===== src/hdl/pnmdec_pkg.sv =====
// Package for the PNM stream decoder: transfer types, codes and constants.
// Used by the front end, back end and top level of the decoder; depends on nothing else.
package pnmdec_pkg;

   // defaults for the dimension counter width and the queue depths
   localparam int DIM_BITS_DEF = 14;
   localparam int IN_DEPTH_DEF = 2;
   localparam int OUT_DEPTH_DEF = 2;

   // register map
   localparam int PADDR_BITS = 3;
   localparam logic REG_ALLOW_16BIT = 1'b0;

   // result kinds
   localparam logic [1:0] KIND_HEADER = 2'd0;
   localparam logic [1:0] KIND_PIXEL = 2'd1;
   localparam logic [1:0] KIND_STATUS = 2'd2;

   // status codes
   localparam logic ST_OK = 1'b0;
   localparam logic ST_FAIL = 1'b1;

   // parse phases
   localparam logic [3:0] PH_IDLE = 4'd0;
   localparam logic [3:0] PH_MAGIC2 = 4'd1;
   localparam logic [3:0] PH_W_SKIP = 4'd2;
   localparam logic [3:0] PH_W_DIG = 4'd3;
   localparam logic [3:0] PH_H_SKIP = 4'd4;
   localparam logic [3:0] PH_H_DIG = 4'd5;
   localparam logic [3:0] PH_M_SKIP = 4'd6;
   localparam logic [3:0] PH_M_DIG = 4'd7;
   localparam logic [3:0] PH_S_SKIP = 4'd8;
   localparam logic [3:0] PH_S_DIG = 4'd9;
   localparam logic [3:0] PH_RAW = 4'd10;
   localparam logic [3:0] PH_DONE = 4'd11;

   // formats
   localparam logic [2:0] FMT_P1 = 3'd1;
   localparam logic [2:0] FMT_P2 = 3'd2;
   localparam logic [2:0] FMT_P4 = 3'd4;
   localparam logic [2:0] FMT_P5 = 3'd5;

   // characters
   localparam logic [7:0] CH_HASH = 8'h23;
   localparam logic [7:0] CH_P = 8'h50;
   localparam logic [7:0] CH_ZERO = 8'h30;
   localparam logic [7:0] CH_ONE = 8'h31;
   localparam logic [7:0] CH_SIX = 8'h36;
   localparam logic [7:0] CH_NINE = 8'h39;
   localparam logic [7:0] CH_SPACE = 8'h20;
   localparam logic [7:0] CH_TAB = 8'h09;
   localparam logic [7:0] CH_CR = 8'h0d;
   localparam logic [7:0] CH_LF = 8'h0a;

   localparam logic [16:0] ACC_SAT = 17'h1ffff;
   localparam logic [15:0] MAX_8BIT = 16'h00ff;
   localparam logic [15:0] MAX_16BIT = 16'hffff;

   typedef struct packed {
      logic       action;
      logic [7:0] byte_value;
   } req_type;

   typedef struct packed {
      logic [1:0]  kind;
      logic [7:0]  red;
      logic [7:0]  green;
      logic [7:0]  blue;
      logic [13:0] image_width;
      logic [13:0] image_height;
      logic        status;
      logic        last;
   } rsp_type;

   // classified input item between front and back
   typedef struct packed {
      logic       eos;
      logic [7:0] byte_value;
      logic       is_space;
      logic       is_digit;
      logic [3:0] digit;
      logic       is_hash;
      logic       is_eol;
      logic       is_p;
      logic       is_magic;
      logic       is_zero;
      logic       is_one;
   } cls_type;

endpackage


===== src/hdl/pnmdec_fifo.sv =====
// Small first-word-fall-through queue built from registers.
// Generic; no package dependency.
module pnmdec_fifo #(
   parameter int WIDTH = 8,
   parameter int DEPTH = 2
) (
   input  logic             clock,
   input  logic             reset,
   input  logic             wr_en,
   input  logic [WIDTH-1:0] wr_data,
   output logic             full,
   input  logic             rd_en,
   output logic [WIDTH-1:0] rd_data,
   output logic             empty
);
   localparam int AW = (DEPTH > 1) ? $clog2(DEPTH) : 1;

   logic [WIDTH-1:0] mem_ff [DEPTH];
   logic [AW-1:0] wptr_ff, wptr_in, rptr_ff, rptr_in;
   logic [AW:0] count_ff, count_in;
   logic do_wr, do_rd;

   assign full = (count_ff == (AW+1)'(DEPTH));
   assign empty = (count_ff == '0);
   assign do_wr = wr_en && !full;
   assign do_rd = rd_en && !empty;
   assign rd_data = mem_ff[rptr_ff];

   // pointer and fill update
   always_comb begin
      wptr_in = wptr_ff;
      rptr_in = rptr_ff;
      count_in = count_ff;
      if (do_wr) begin
         wptr_in = (wptr_ff == AW'(DEPTH-1)) ? '0 : wptr_ff + 1'b1;
      end
      if (do_rd) begin
         rptr_in = (rptr_ff == AW'(DEPTH-1)) ? '0 : rptr_ff + 1'b1;
      end
      if (do_wr && !do_rd) begin
         count_in = count_ff + 1'b1;
      end else if (do_rd && !do_wr) begin
         count_in = count_ff - 1'b1;
      end
   end

   always_ff @(posedge clock) begin
      if (reset) begin
         wptr_ff <= '0;
         rptr_ff <= '0;
         count_ff <= '0;
      end else begin
         wptr_ff <= wptr_in;
         rptr_ff <= rptr_in;
         count_ff <= count_in;
      end
   end

   // storage
   always_ff @(posedge clock) begin
      if (do_wr) begin
         mem_ff[wptr_ff] <= wr_data;
      end
   end

endmodule


===== src/hdl/pnmdec_front.sv =====
// Front end: accepts input transfers, classifies each byte, queues it.
// Depends on pnmdec_pkg and pnmdec_fifo.
module pnmdec_front
   import pnmdec_pkg::*;
#(
   parameter int DEPTH = IN_DEPTH_DEF
) (
   input  logic    clock,
   input  logic    reset,
   input  logic    push,
   output logic    full,
   input  req_type req_data,
   input  logic    q_pop,
   output logic    q_empty,
   output cls_type q_data
);
   cls_type cls;
   logic [7:0] c;

   // character classes
   always_comb begin
      c = req_data.byte_value;
      cls.eos = req_data.action;
      cls.byte_value = c;
      cls.is_space = (c == CH_SPACE) || (c >= CH_TAB && c <= CH_CR);
      cls.is_digit = (c >= CH_ZERO) && (c <= CH_NINE);
      cls.digit = 4'(c - CH_ZERO);
      cls.is_hash = (c == CH_HASH);
      cls.is_eol = (c == CH_LF) || (c == CH_CR);
      cls.is_p = (c == CH_P);
      cls.is_magic = (c >= CH_ONE) && (c <= CH_SIX);
      cls.is_zero = (c == CH_ZERO);
      cls.is_one = (c == CH_ONE);
   end

   pnmdec_fifo #(
      .WIDTH($bits(cls_type)),
      .DEPTH(DEPTH)
   ) u_queue (
      .clock(clock),
      .reset(reset),
      .wr_en(push),
      .wr_data(cls),
      .full(full),
      .rd_en(q_pop),
      .rd_data(q_data),
      .empty(q_empty)
   );

endmodule


===== src/hdl/pnmdec_div.sv =====
// Sample scaler: floor((510*v + m) / (2*m)), one quotient bit a cycle.
// Depends on nothing; eight steps after start, quotient fits 8 bits as v <= m.
module pnmdec_div (
   input  logic        clock,
   input  logic        reset,
   input  logic        start,
   input  logic [15:0] value,
   input  logic [15:0] maxval,
   output logic        done,
   output logic [7:0]  quot
);
   logic [24:0] rem_ff, rem_in;
   logic [23:0] dsh_ff, dsh_in;
   logic [7:0] quot_ff, quot_in;
   logic [2:0] cnt_ff, cnt_in;
   logic busy_ff, busy_in, done_ff, done_in;
   logic ge;

   assign ge = rem_ff >= {1'b0, dsh_ff};
   assign done = done_ff;
   assign quot = quot_ff;

   // restoring division step
   always_comb begin
      rem_in = rem_ff;
      dsh_in = dsh_ff;
      quot_in = quot_ff;
      cnt_in = cnt_ff;
      busy_in = busy_ff;
      done_in = 1'b0;
      if (start) begin
         rem_in = ({value, 9'd0} - {8'd0, value, 1'b0}) + {9'd0, maxval};
         dsh_in = {maxval, 8'd0};
         quot_in = '0;
         cnt_in = '0;
         busy_in = 1'b1;
      end else if (busy_ff) begin
         if (ge) begin
            rem_in = rem_ff - {1'b0, dsh_ff};
         end
         quot_in = {quot_ff[6:0], ge};
         dsh_in = dsh_ff >> 1;
         cnt_in = cnt_ff + 1'b1;
         if (cnt_ff == 3'd7) begin
            busy_in = 1'b0;
            done_in = 1'b1;
         end
      end
   end

   always_ff @(posedge clock) begin
      if (reset) begin
         busy_ff <= 1'b0;
         done_ff <= 1'b0;
         cnt_ff <= '0;
      end else begin
         busy_ff <= busy_in;
         done_ff <= done_in;
         cnt_ff <= cnt_in;
      end
   end

   always_ff @(posedge clock) begin
      rem_ff <= rem_in;
      dsh_ff <= dsh_in;
      quot_ff <= quot_in;
   end

endmodule


===== src/hdl/pnmdec_back.sv =====
// Back end: parse engine that turns classified bytes into result transfers.
// Depends on pnmdec_pkg and pnmdec_div; each byte is handled to the end before another is fetched.
module pnmdec_back
   import pnmdec_pkg::*;
#(
   parameter int DIM_BITS = DIM_BITS_DEF
) (
   input  logic    clock,
   input  logic    reset,
   input  logic    allow_16bit,
   input  logic    q_empty,
   input  cls_type q_data,
   output logic    q_pop,
   input  logic    rsp_full,
   output logic    rsp_push,
   output rsp_type rsp_res
);
   localparam logic [16:0] DIM_MAX = 17'((1 << DIM_BITS) - 1);

   localparam logic [2:0] B_FETCH = 3'd0;
   localparam logic [2:0] B_EXEC = 3'd1;
   localparam logic [2:0] B_SAMP = 3'd2;
   localparam logic [2:0] B_DIV = 3'd3;
   localparam logic [2:0] B_COMP = 3'd4;
   localparam logic [2:0] B_PIX = 3'd5;
   localparam logic [2:0] B_STAT = 3'd6;
   localparam logic [2:0] B_TAIL = 3'd7;

   logic [2:0] bstate_ff, bstate_in;
   cls_type item_ff, item_in;
   logic [3:0] phase_ff, phase_in;
   logic [2:0] fmt_ff, fmt_in;
   logic [DIM_BITS-1:0] width_ff, width_in, height_ff, height_in;
   logic [DIM_BITS-1:0] col_ff, col_in, row_ff, row_in;
   logic [DIM_BITS-1:0] col_nx, row_nx;
   logic [15:0] maxval_ff, maxval_in;
   logic [16:0] acc_ff, acc_in;
   logic comment_ff, comment_in;
   logic [1:0] comp_ff, comp_in;
   logic [7:0] red_ff, red_in, green_ff, green_in;
   logic [8:0] hb_ff, hb_in;
   logic [16:0] samp_ff, samp_in;
   logic [7:0] s_ff, s_in;
   logic [7:0] pr_ff, pr_in, pg_ff, pg_in, pb_ff, pb_in;
   logic bits_ff, bits_in;
   logic [2:0] bit_ff, bit_in;
   logic stat_ff, stat_in;
   logic [20:0] acc_mul;
   logic [15:0] lim;
   logic bad_dim, row_end, frame_end, more, clear_now;
   logic div_start, div_done;
   logic [7:0] div_quot, pix;

   pnmdec_div u_div (
      .clock(clock),
      .reset(reset),
      .start(div_start),
      .value(samp_ff[15:0]),
      .maxval(maxval_ff),
      .done(div_done),
      .quot(div_quot)
   );

   // helpers for numbers and counters
   assign acc_mul = {1'b0, acc_ff, 3'd0} + {3'd0, acc_ff, 1'b0} + {17'd0, item_ff.digit};
   assign lim = allow_16bit ? MAX_16BIT : MAX_8BIT;
   assign bad_dim = (acc_ff == '0) || (acc_ff > DIM_MAX);
   assign col_nx = col_ff + 1'b1;
   assign row_nx = row_ff + 1'b1;
   assign row_end = (col_nx >= width_ff);
   assign frame_end = row_end && (row_nx >= height_ff);
   assign more = bits_ff && !row_end && (bit_ff != 3'd0);
   assign pix = item_ff.byte_value[bit_ff] ? 8'h00 : 8'hff;

   // engine
   always_comb begin
      bstate_in = bstate_ff;
      item_in = item_ff;
      phase_in = phase_ff;
      fmt_in = fmt_ff;
      width_in = width_ff;
      height_in = height_ff;
      col_in = col_ff;
      row_in = row_ff;
      maxval_in = maxval_ff;
      acc_in = acc_ff;
      comment_in = comment_ff;
      comp_in = comp_ff;
      red_in = red_ff;
      green_in = green_ff;
      hb_in = hb_ff;
      samp_in = samp_ff;
      s_in = s_ff;
      pr_in = pr_ff;
      pg_in = pg_ff;
      pb_in = pb_ff;
      bits_in = bits_ff;
      bit_in = bit_ff;
      stat_in = stat_ff;
      q_pop = 1'b0;
      rsp_push = 1'b0;
      rsp_res = '0;
      div_start = 1'b0;
      clear_now = 1'b0;
      case (bstate_ff)
         B_FETCH: begin
            if (!q_empty) begin
               q_pop = 1'b1;
               item_in = q_data;
               bstate_in = B_EXEC;
            end
         end
         B_EXEC: begin
            if (!rsp_full) begin
               bstate_in = B_FETCH;
               if (item_ff.eos) begin
                  // end of stream: close a pending sample number first
                  if (phase_ff == PH_S_DIG) begin
                     phase_in = PH_S_SKIP;
                     acc_in = '0;
                     samp_in = acc_ff;
                     bstate_in = B_SAMP;
                  end else begin
                     bstate_in = B_TAIL;
                  end
               end else if (phase_ff == PH_IDLE) begin
                  if (item_ff.is_p) begin
                     phase_in = PH_MAGIC2;
                  end else begin
                     stat_in = ST_FAIL;
                     bstate_in = B_STAT;
                  end
               end else if (phase_ff == PH_MAGIC2) begin
                  if (item_ff.is_magic) begin
                     fmt_in = item_ff.digit[2:0];
                     phase_in = PH_W_SKIP;
                  end else begin
                     stat_in = ST_FAIL;
                     bstate_in = B_STAT;
                  end
               end else if (phase_ff == PH_W_SKIP || phase_ff == PH_H_SKIP ||
                            phase_ff == PH_M_SKIP || phase_ff == PH_S_SKIP) begin
                  // whitespace, comments and the start of a number
                  if (comment_ff) begin
                     if (item_ff.is_eol) begin
                        comment_in = 1'b0;
                     end
                  end else if (item_ff.is_space) begin
                     comment_in = comment_ff;
                  end else if (item_ff.is_hash) begin
                     comment_in = 1'b1;
                  end else if (phase_ff == PH_S_SKIP && fmt_ff == FMT_P1) begin
                     if (item_ff.is_zero || item_ff.is_one) begin
                        pr_in = item_ff.is_zero ? 8'hff : 8'h00;
                        pg_in = item_ff.is_zero ? 8'hff : 8'h00;
                        pb_in = item_ff.is_zero ? 8'hff : 8'h00;
                        bits_in = 1'b0;
                        bstate_in = B_PIX;
                     end else begin
                        stat_in = ST_FAIL;
                        bstate_in = B_STAT;
                     end
                  end else if (item_ff.is_digit) begin
                     acc_in = {13'd0, item_ff.digit};
                     phase_in = phase_ff + 4'd1;
                  end else begin
                     stat_in = ST_FAIL;
                     bstate_in = B_STAT;
                  end
               end else if (phase_ff == PH_W_DIG || phase_ff == PH_H_DIG ||
                            phase_ff == PH_M_DIG || phase_ff == PH_S_DIG) begin
                  if (item_ff.is_digit) begin
                     acc_in = (acc_mul > {4'd0, ACC_SAT}) ? ACC_SAT : acc_mul[16:0];
                  end else begin
                     // terminator: the number is complete
                     acc_in = '0;
                     if (phase_ff == PH_W_DIG) begin
                        if (bad_dim) begin
                           stat_in = ST_FAIL;
                           bstate_in = B_STAT;
                        end else begin
                           width_in = acc_ff[DIM_BITS-1:0];
                           phase_in = PH_H_SKIP;
                        end
                     end else if (phase_ff == PH_H_DIG) begin
                        if (bad_dim) begin
                           stat_in = ST_FAIL;
                           bstate_in = B_STAT;
                        end else begin
                           height_in = acc_ff[DIM_BITS-1:0];
                           rsp_push = 1'b1;
                           rsp_res.kind = KIND_HEADER;
                           rsp_res.image_width = 14'(width_ff);
                           rsp_res.image_height = 14'(acc_ff[DIM_BITS-1:0]);
                           rsp_res.last = 1'b1;
                           if (fmt_ff == FMT_P1) begin
                              phase_in = PH_S_SKIP;
                           end else if (fmt_ff == FMT_P4) begin
                              phase_in = PH_RAW;
                           end else begin
                              phase_in = PH_M_SKIP;
                           end
                        end
                     end else if (phase_ff == PH_M_DIG) begin
                        if (acc_ff == '0 || acc_ff > {1'b0, lim}) begin
                           stat_in = ST_FAIL;
                           bstate_in = B_STAT;
                        end else begin
                           maxval_in = acc_ff[15:0];
                           phase_in = (fmt_ff >= FMT_P5) ? PH_RAW : PH_S_SKIP;
                        end
                     end else begin
                        phase_in = PH_S_SKIP;
                        samp_in = acc_ff;
                        bstate_in = B_SAMP;
                     end
                  end
               end else if (phase_ff == PH_RAW) begin
                  // raw data bytes
                  if (fmt_ff == FMT_P4) begin
                     bits_in = 1'b1;
                     bit_in = 3'd7;
                     bstate_in = B_PIX;
                  end else if (maxval_ff > MAX_8BIT) begin
                     if (hb_ff[8]) begin
                        samp_in = {1'b0, hb_ff[7:0], item_ff.byte_value};
                        hb_in = '0;
                        bstate_in = B_SAMP;
                     end else begin
                        hb_in = {1'b1, item_ff.byte_value};
                     end
                  end else begin
                     samp_in = {9'd0, item_ff.byte_value};
                     bstate_in = B_SAMP;
                  end
               end
            end
         end
         B_SAMP: begin
            // range check, then scale unless maxval is 255 or 0
            if (samp_ff > {1'b0, maxval_ff}) begin
               stat_in = ST_FAIL;
               bstate_in = B_STAT;
            end else if (maxval_ff == MAX_8BIT || maxval_ff == '0) begin
               s_in = samp_ff[7:0];
               bstate_in = B_COMP;
            end else begin
               div_start = 1'b1;
               bstate_in = B_DIV;
            end
         end
         B_DIV: begin
            if (div_done) begin
               s_in = div_quot;
               bstate_in = B_COMP;
            end
         end
         B_COMP: begin
            // grey goes out at once, colour gathers three components
            bits_in = 1'b0;
            if (fmt_ff == FMT_P2 || fmt_ff == FMT_P5) begin
               pr_in = s_ff;
               pg_in = s_ff;
               pb_in = s_ff;
               bstate_in = B_PIX;
            end else if (comp_ff == 2'd0) begin
               red_in = s_ff;
               comp_in = 2'd1;
               bstate_in = B_TAIL;
            end else if (comp_ff == 2'd1) begin
               green_in = s_ff;
               comp_in = 2'd2;
               bstate_in = B_TAIL;
            end else begin
               comp_in = 2'd0;
               pr_in = red_ff;
               pg_in = green_ff;
               pb_in = s_ff;
               bstate_in = B_PIX;
            end
         end
         B_PIX: begin
            if (!rsp_full) begin
               rsp_push = 1'b1;
               rsp_res.kind = KIND_PIXEL;
               rsp_res.red = bits_ff ? pix : pr_ff;
               rsp_res.green = bits_ff ? pix : pg_ff;
               rsp_res.blue = bits_ff ? pix : pb_ff;
               rsp_res.last = !frame_end && !more && !item_ff.eos;
               col_in = row_end ? '0 : col_nx;
               if (row_end) begin
                  row_in = row_nx;
               end
               if (frame_end) begin
                  stat_in = ST_OK;
                  bstate_in = B_STAT;
               end else if (more) begin
                  bit_in = bit_ff - 1'b1;
               end else begin
                  bstate_in = B_TAIL;
               end
            end
         end
         B_STAT: begin
            if (!rsp_full) begin
               rsp_push = 1'b1;
               rsp_res.kind = KIND_STATUS;
               rsp_res.status = stat_ff;
               rsp_res.last = 1'b1;
               phase_in = PH_DONE;
               clear_now = item_ff.eos;
               bstate_in = B_FETCH;
            end
         end
         B_TAIL: begin
            // end of stream without a status yet reports failure
            if (item_ff.eos && phase_ff != PH_DONE) begin
               stat_in = ST_FAIL;
               bstate_in = B_STAT;
            end else begin
               clear_now = item_ff.eos;
               bstate_in = B_FETCH;
            end
         end
         default: begin
            bstate_in = B_FETCH;
         end
      endcase
      // end of stream returns the parse state to reset
      if (clear_now) begin
         phase_in = PH_IDLE;
         fmt_in = '0;
         width_in = '0;
         height_in = '0;
         maxval_in = '0;
         acc_in = '0;
         comment_in = 1'b0;
         col_in = '0;
         row_in = '0;
         comp_in = '0;
         red_in = '0;
         green_in = '0;
         hb_in = '0;
      end
   end

   always_ff @(posedge clock) begin
      if (reset) begin
         bstate_ff <= B_FETCH;
         phase_ff <= PH_IDLE;
         fmt_ff <= '0;
         width_ff <= '0;
         height_ff <= '0;
         maxval_ff <= '0;
         acc_ff <= '0;
         comment_ff <= 1'b0;
         col_ff <= '0;
         row_ff <= '0;
         comp_ff <= '0;
         red_ff <= '0;
         green_ff <= '0;
         hb_ff <= '0;
      end else begin
         bstate_ff <= bstate_in;
         phase_ff <= phase_in;
         fmt_ff <= fmt_in;
         width_ff <= width_in;
         height_ff <= height_in;
         maxval_ff <= maxval_in;
         acc_ff <= acc_in;
         comment_ff <= comment_in;
         col_ff <= col_in;
         row_ff <= row_in;
         comp_ff <= comp_in;
         red_ff <= red_in;
         green_ff <= green_in;
         hb_ff <= hb_in;
      end
   end

   // working payload
   always_ff @(posedge clock) begin
      item_ff <= item_in;
      samp_ff <= samp_in;
      s_ff <= s_in;
      pr_ff <= pr_in;
      pg_ff <= pg_in;
      pb_ff <= pb_in;
      bits_ff <= bits_in;
      bit_ff <= bit_in;
      stat_ff <= stat_in;
   end

endmodule


===== src/hdl/pnm_image_stream_decoder_core.sv =====
// Top level of the PNM (P1..P6) stream decoder: ports, register and queues.
// Depends on pnmdec_pkg, pnmdec_front, pnmdec_back and pnmdec_fifo.

// Feed the file one byte per transfer, then one end-of-stream transfer; results come
// out as a header, one result per pixel in raster order and a final status, with last
// set on the final result of each input. A single parse engine produces at most one
// result per cycle and finishes each byte before it fetches another. A sample is range
// checked and, unless maxval is 255, scaled by the bit-serial scaler; a raw bitmap
// byte gives one pixel per bit up to the end of a row. A status is sent from its own
// state, and a full result queue stalls the engine. A short input queue keeps
// accepting bytes while the engine works. allow_16bit sits at byte address 0; the user
// must write it only while the block is idle; the block does not enforce this.
module pnm_image_stream_decoder_core
   import pnmdec_pkg::*;
#(
   parameter int DIM_BITS = DIM_BITS_DEF
) (
   input  logic                  clock,
   input  logic                  reset,
   input  logic                  push,
   output logic                  full,
   input  req_type               req_data,
   output logic                  empty,
   input  logic                  pop,
   output rsp_type               rsp_data,
   input  logic                  psel,
   input  logic                  penable,
   input  logic                  pwrite,
   input  logic [PADDR_BITS-1:0] paddr,
   input  logic [31:0]           pwdata,
   output logic [31:0]           prdata,
   output logic                  pready
);
   logic allow_ff, allow_in;
   logic reg_hit;
   logic q_pop, q_empty;
   cls_type q_data;
   logic rsp_full, rsp_push;
   rsp_type rsp_res;

   // configuration register
   assign pready = 1'b1;
   assign reg_hit = (paddr[PADDR_BITS-1:2] == REG_ALLOW_16BIT);
   assign allow_in = (psel && penable && pwrite && reg_hit) ? pwdata[0] : allow_ff;
   assign prdata = reg_hit ? {31'd0, allow_ff} : 32'd0;

   always_ff @(posedge clock) begin
      if (reset) begin
         allow_ff <= 1'b0;
      end else begin
         allow_ff <= allow_in;
      end
   end

   pnmdec_front #(
      .DEPTH(IN_DEPTH_DEF)
   ) u_front (
      .clock(clock),
      .reset(reset),
      .push(push),
      .full(full),
      .req_data(req_data),
      .q_pop(q_pop),
      .q_empty(q_empty),
      .q_data(q_data)
   );

   pnmdec_back #(
      .DIM_BITS(DIM_BITS)
   ) u_back (
      .clock(clock),
      .reset(reset),
      .allow_16bit(allow_ff),
      .q_empty(q_empty),
      .q_data(q_data),
      .q_pop(q_pop),
      .rsp_full(rsp_full),
      .rsp_push(rsp_push),
      .rsp_res(rsp_res)
   );

   // result queue
   pnmdec_fifo #(
      .WIDTH($bits(rsp_type)),
      .DEPTH(OUT_DEPTH_DEF)
   ) u_rsp_queue (
      .clock(clock),
      .reset(reset),
      .wr_en(rsp_push),
      .wr_data(rsp_res),
      .full(rsp_full),
      .rd_en(pop),
      .rd_data(rsp_data),
      .empty(empty)
   );

`ifndef SYNTH
   // engine never writes into a full result queue
   a_no_overrun: assert property (@(posedge clock) disable iff (reset)
      rsp_push |-> !rsp_full)
      else $error("result written while queue full");

   // a status closes the results of its input
   a_status_last: assert property (@(posedge clock) disable iff (reset)
      (!empty && rsp_data.kind == KIND_STATUS) |-> rsp_data.last)
      else $error("status without last");

   // only pixels carry colour
   a_colour_pixel: assert property (@(posedge clock) disable iff (reset)
      (!empty && rsp_data.kind != KIND_PIXEL) |->
      (rsp_data.red == 8'd0 && rsp_data.green == 8'd0 && rsp_data.blue == 8'd0))
      else $error("colour on non-pixel result");
`endif

endmodule


===== config.mk =====
export PLATFORM = sky130hd
export DESIGN_NAME = pnm_image_stream_decoder_core
export DESIGN_NICKNAME = d
export VERILOG_FILES = /design/src/hdl/pnmdec_pkg.sv /design/src/hdl/pnmdec_fifo.sv /design/src/hdl/pnmdec_front.sv /design/src/hdl/pnmdec_div.sv /design/src/hdl/pnmdec_back.sv /design/src/hdl/pnm_image_stream_decoder_core.sv
export SDC_FILE = /design/constraint.sdc
export NUM_CORES = 1
export LEC_CHECK = 0
export ABC_AREA = 1
export BUFFER_PORTS_ARGS = -buffer_cell sky130_fd_sc_hd__buf_2
export CAP_MARGIN = 25
export CORE_MARGIN = 2
export CORE_UTILIZATION = 40
export CTS_BUF_LIST = sky130_fd_sc_hd__clkbuf_8
export DETAILED_ROUTE_END_ITERATION = 16
export GPL_TIMING_DRIVEN = 0
export PLACE_DENSITY_LB_ADDON = 0.1
export SYNTH_ARGS = -nofsm -noshare
export SYNTH_HDL_FRONTEND = slang
export SYNTH_SLANG_ARGS = --single-unit

===== constraint.sdc =====
create_clock -name clock -period 7 [get_ports clock]
set_input_delay 0.35 -clock clock [delete_from_list [all_inputs] [get_ports clock]]
set_output_delay 0.35 -clock clock [all_outputs]
set_load 0.005 [all_outputs]

==> reports/results.txt <==
Outcome -> complete, no violations
HP Class -> in -> reg
Total iterations of the first detailed-routing run -> 5
Clock Skews -> 41.1 ps
Setup CP Type -> reg -> reg
Complex-gate fraction of the synthesized area -> 12.8%
CTS Buf Count -> 77
Most common cell after layout, fill and taps aside -> nand2_1
N_diodes -> 0
Mux cell area share after synthesis -> 2.79%
Post-synth ARST share -> 0%
ANT nets after route -> 0
Arrival time at the worst endpoint -> 4590 ps
Die X -> 244 µm
# DRC -> 0
Post-Synth Simple-Gate Area -> 17.5%
Endpoints failing setup -> 0
P_leak -> 11.1 nW
Tmin final -> 4100 ps
CTS tree -> built
Synth unique cells -> 61
Final instance area -> 26,300 µm²
Nets@finish -> 3,049
Starting Density -> 40.6%
Post-synthesis sequential area ratio -> 47.4%
Critical Path RT -> 7490 ps
Maximum root-to-sink buffer count -> 3
Share of layout cells above drive strength 1 -> 11.6%
Post-Layout Cell Count -> 3,656
Skew-Pair Late Insertion Delay -> 680 ps
Main synth FF type -> edfxtp_1
Root buf cell -> clkbuf_8
Slew Viols, Final -> 0
CTS clk-pin slew, worst paths -> 60 ps
Core area -> 56,600 µm²
Layout area overhead -> 14.2%
Power per cell area -> 286 nW/µm²
GP Congestion -> 0.948
First-pass GRT wire length -> 100,000 µm
CTS resizes -> 0
Clock sink total -> 416
Crit start category -> flip-flop
Synth Area in Adders -> 9.23%
Port bufs -> 76
Max Fanout on Critical Path -> 10
Grt total ovfl -> 0
Final core occ -> 46.4%
Final period util -> 58.6%
Commonest cells after routing, fill and taps aside -> 504 x nand2_1, 336 x inv_1, 270 x nor2_1
DR iter-0 viols -> 1,235
Worst Max-Slew Pin Slew -> 1070 ps
#FFs+latches synth -> 416
Synthesized instance count -> 2,631
Post-synth EDFFs -> 258
VDD IR max -> 195 µV
Max Cap Viol -> 0
Vias after detailed routing -> 18,400
Ports -> 142
Synth Area in XOR/XNOR -> 2.67%
Unrepaired setup endpoints after global routing -> no
H-tree depth -> 3
Hold violation total from the final report -> 0
Critical path endpoint category -> flip-flop
Post-Place Cells -> 3,499
Ys Warns -> 0
Slew headroom -> 28.4%
Setup TNS -> 0 ps
Largest family of logic cells by synthesized area -> simple AND/OR/NAND/NOR gates
Rows -> 87
Post-Syn Area per Cell -> 8.74 µm²
Die Span Y -> 244 µm
WL final -> 63,200 µm
Antenna violations before repair -> 0
Placed Area -> 24,600 µm²
Post-DP HPWL -> 48,500 µm
WL per Instance -> 17.3 µm
Post-Syn Area -> 23,000 µm²
Die area -> 59,400 µm²
Fmax -> 0.244 GHz
Post-DR vias/cell -> 5.04
Vias in the first global route -> 18,400
Largest net degree at the start of global routing -> 31
GR Util All Layers -> 21.4%
## registers in the layout, indices dropped and copies added, names as in the netlist, 4 cells and up, named ones only
register / count
u_back.col_ff: 14
u_back.pg_ff: 8
u_back.maxval_ff: 16
u_back.phase_ff: 4
u_back.green_ff: 8
u_rsp_queue.mem_ff: 112
u_back.s_ff: 8
u_back.samp_ff: 17
u_back.acc_ff: 17
u_front.u_queue.mem_ff: 34
u_back.u_div.quot: 8
u_back.width_ff: 14
u_back.height_ff: 14
u_back.hb_ff: 9
u_back.u_div.rem_ff: 25
u_back.row_ff: 14
u_back.item_ff: 17
u_back.red_ff: 8
u_back.pb_ff: 8
u_back.pr_ff: 8
u_back.u_div.dsh_ff: 24
## where the power goes
group	internal, mW	switching (mW)	leakage, nW	total (mW)
registers	2.94	0.163	3.57	3.11
clock network	1.27	1.07	0.915	2.35
logic	0.665	1.39	6.66	2.05
total	4.88	2.63	11.1	7.51
## repair_timing
item,CTS,global route
hold buffers,12,0
endpoints found under the hold margin,23,0
setup buffers,0,0
## worst max-delay path, cell delays in order (launching register included)
cell	delay, ps
dfxtp_1	490
inv_1	310
fa_1	580
inv_1	70
fa_1	510
nand2_1	90
inv_1	40
o21ai_0	150
nand2_1	110
a21o_1	220
nand2_1	90
nand2_1	50
nand2_1	50
nand2_1	50
nor2_1	310
nand2_1	210
clkbuf_1	240
o21ai_0	240
a21oi_1	100
## cell families (layout without fill, tap and decap cells)
family,after synthesis,after routing
multiplexers,57,57
AO/OA/AOI/OAI,537,537
XOR/XNOR,70,70
buffers and inverters,418,657
flip-flops,416,416
other,2,32
AND/OR/NAND/NOR,968,968
adder cells (fa/ha/maj),163,163
## synth_stat cells (all sizes together), types with 2 or more instances
library cell,number,area [µm²]
clkbuf,47,176
mux2,56,631
buf,54,367
nor2,285,1110
o221ai,3,26.3
nand3b,2,15.0
dfxtp,158,3160
nand3,89,455
xnor2,22,193
a21oi,218,1090
nor3,39,233
o31ai,4,30.0
or2,3,18.8
a211oi,10,75.1
nor3b,2,15.0
a31oi,11,68.8
fa,11,220
inv,312,1170
o21bai,8,60.1
o22ai,6,37.5
a21o,7,52.6
nand4,24,156
clkinv,5,18.8
edfxtp,258,7750
nand2,506,1900
a22oi,5,37.5
a221oi,2,17.5
and2,3,18.8
xor2,48,420
o21ai,223,1120
a21boi,5,37.5
nor4,12,81.3
o211ai,23,173
ha,152,1900
o21a,4,30.0
conb,2,7.51
o211a,2,20.0
and3,2,12.5
## path summary, 6_finish.rpt
| kind | to | start | cells past startpoint | slack (ps) |
|---|---|---|---|---|
| setup / recovery | u_back.acc_ff[14] | u_back.acc_ff[2] | 18 | 2900 |
| hold / removal | flip-flop | pop | 3 | 90 |
| setup reg to reg | u_back.acc_ff[14] | u_back.acc_ff[2] | 18 | 2900 |
| hold reg to reg | u_back.u_div.dsh_ff[4] | u_back.u_div.dsh_ff[5] | 2 | 450 |
## layout make-up
cell class	count	area [µm²]
fillers	5615	30300
flip-flops and latches	416	10900
multi-input cells	1827	10500
inverters	317	1190
clock buffers	84	1160
well taps	756	946
repair buffers	95	613
plain buffers	101	543
clock inverters	60	394
## through the flow
stage          power [mW]  worst slack (ps)  hold slack [ps]
2_1_floorplan        4.48              2570              419
3_3_place_gp         5.14               359              448
3_5_place_dp         5.19              2940              457
4_1_cts              7.58              2920             29.2
5_1_grt              7.97              2640              103
6_report             7.51              2900             87.7
## per-layer routing
| layer | track usage (%) | vias to the layer above | wire [µm] |
|---|---|---|---|
| met3 | 3.21 | 104 | 2530 |
| met2 | 34.7 | 367 | 29000 |
| met1 | 29.1 | 8681 | 29800 |
| met4 | 7.35 | 0 | 1920 |
| met5 | 0 | - | 0 |
| li1 | - | 9290 | - |
No activity file was read; power rests on OpenSTA's default activity.
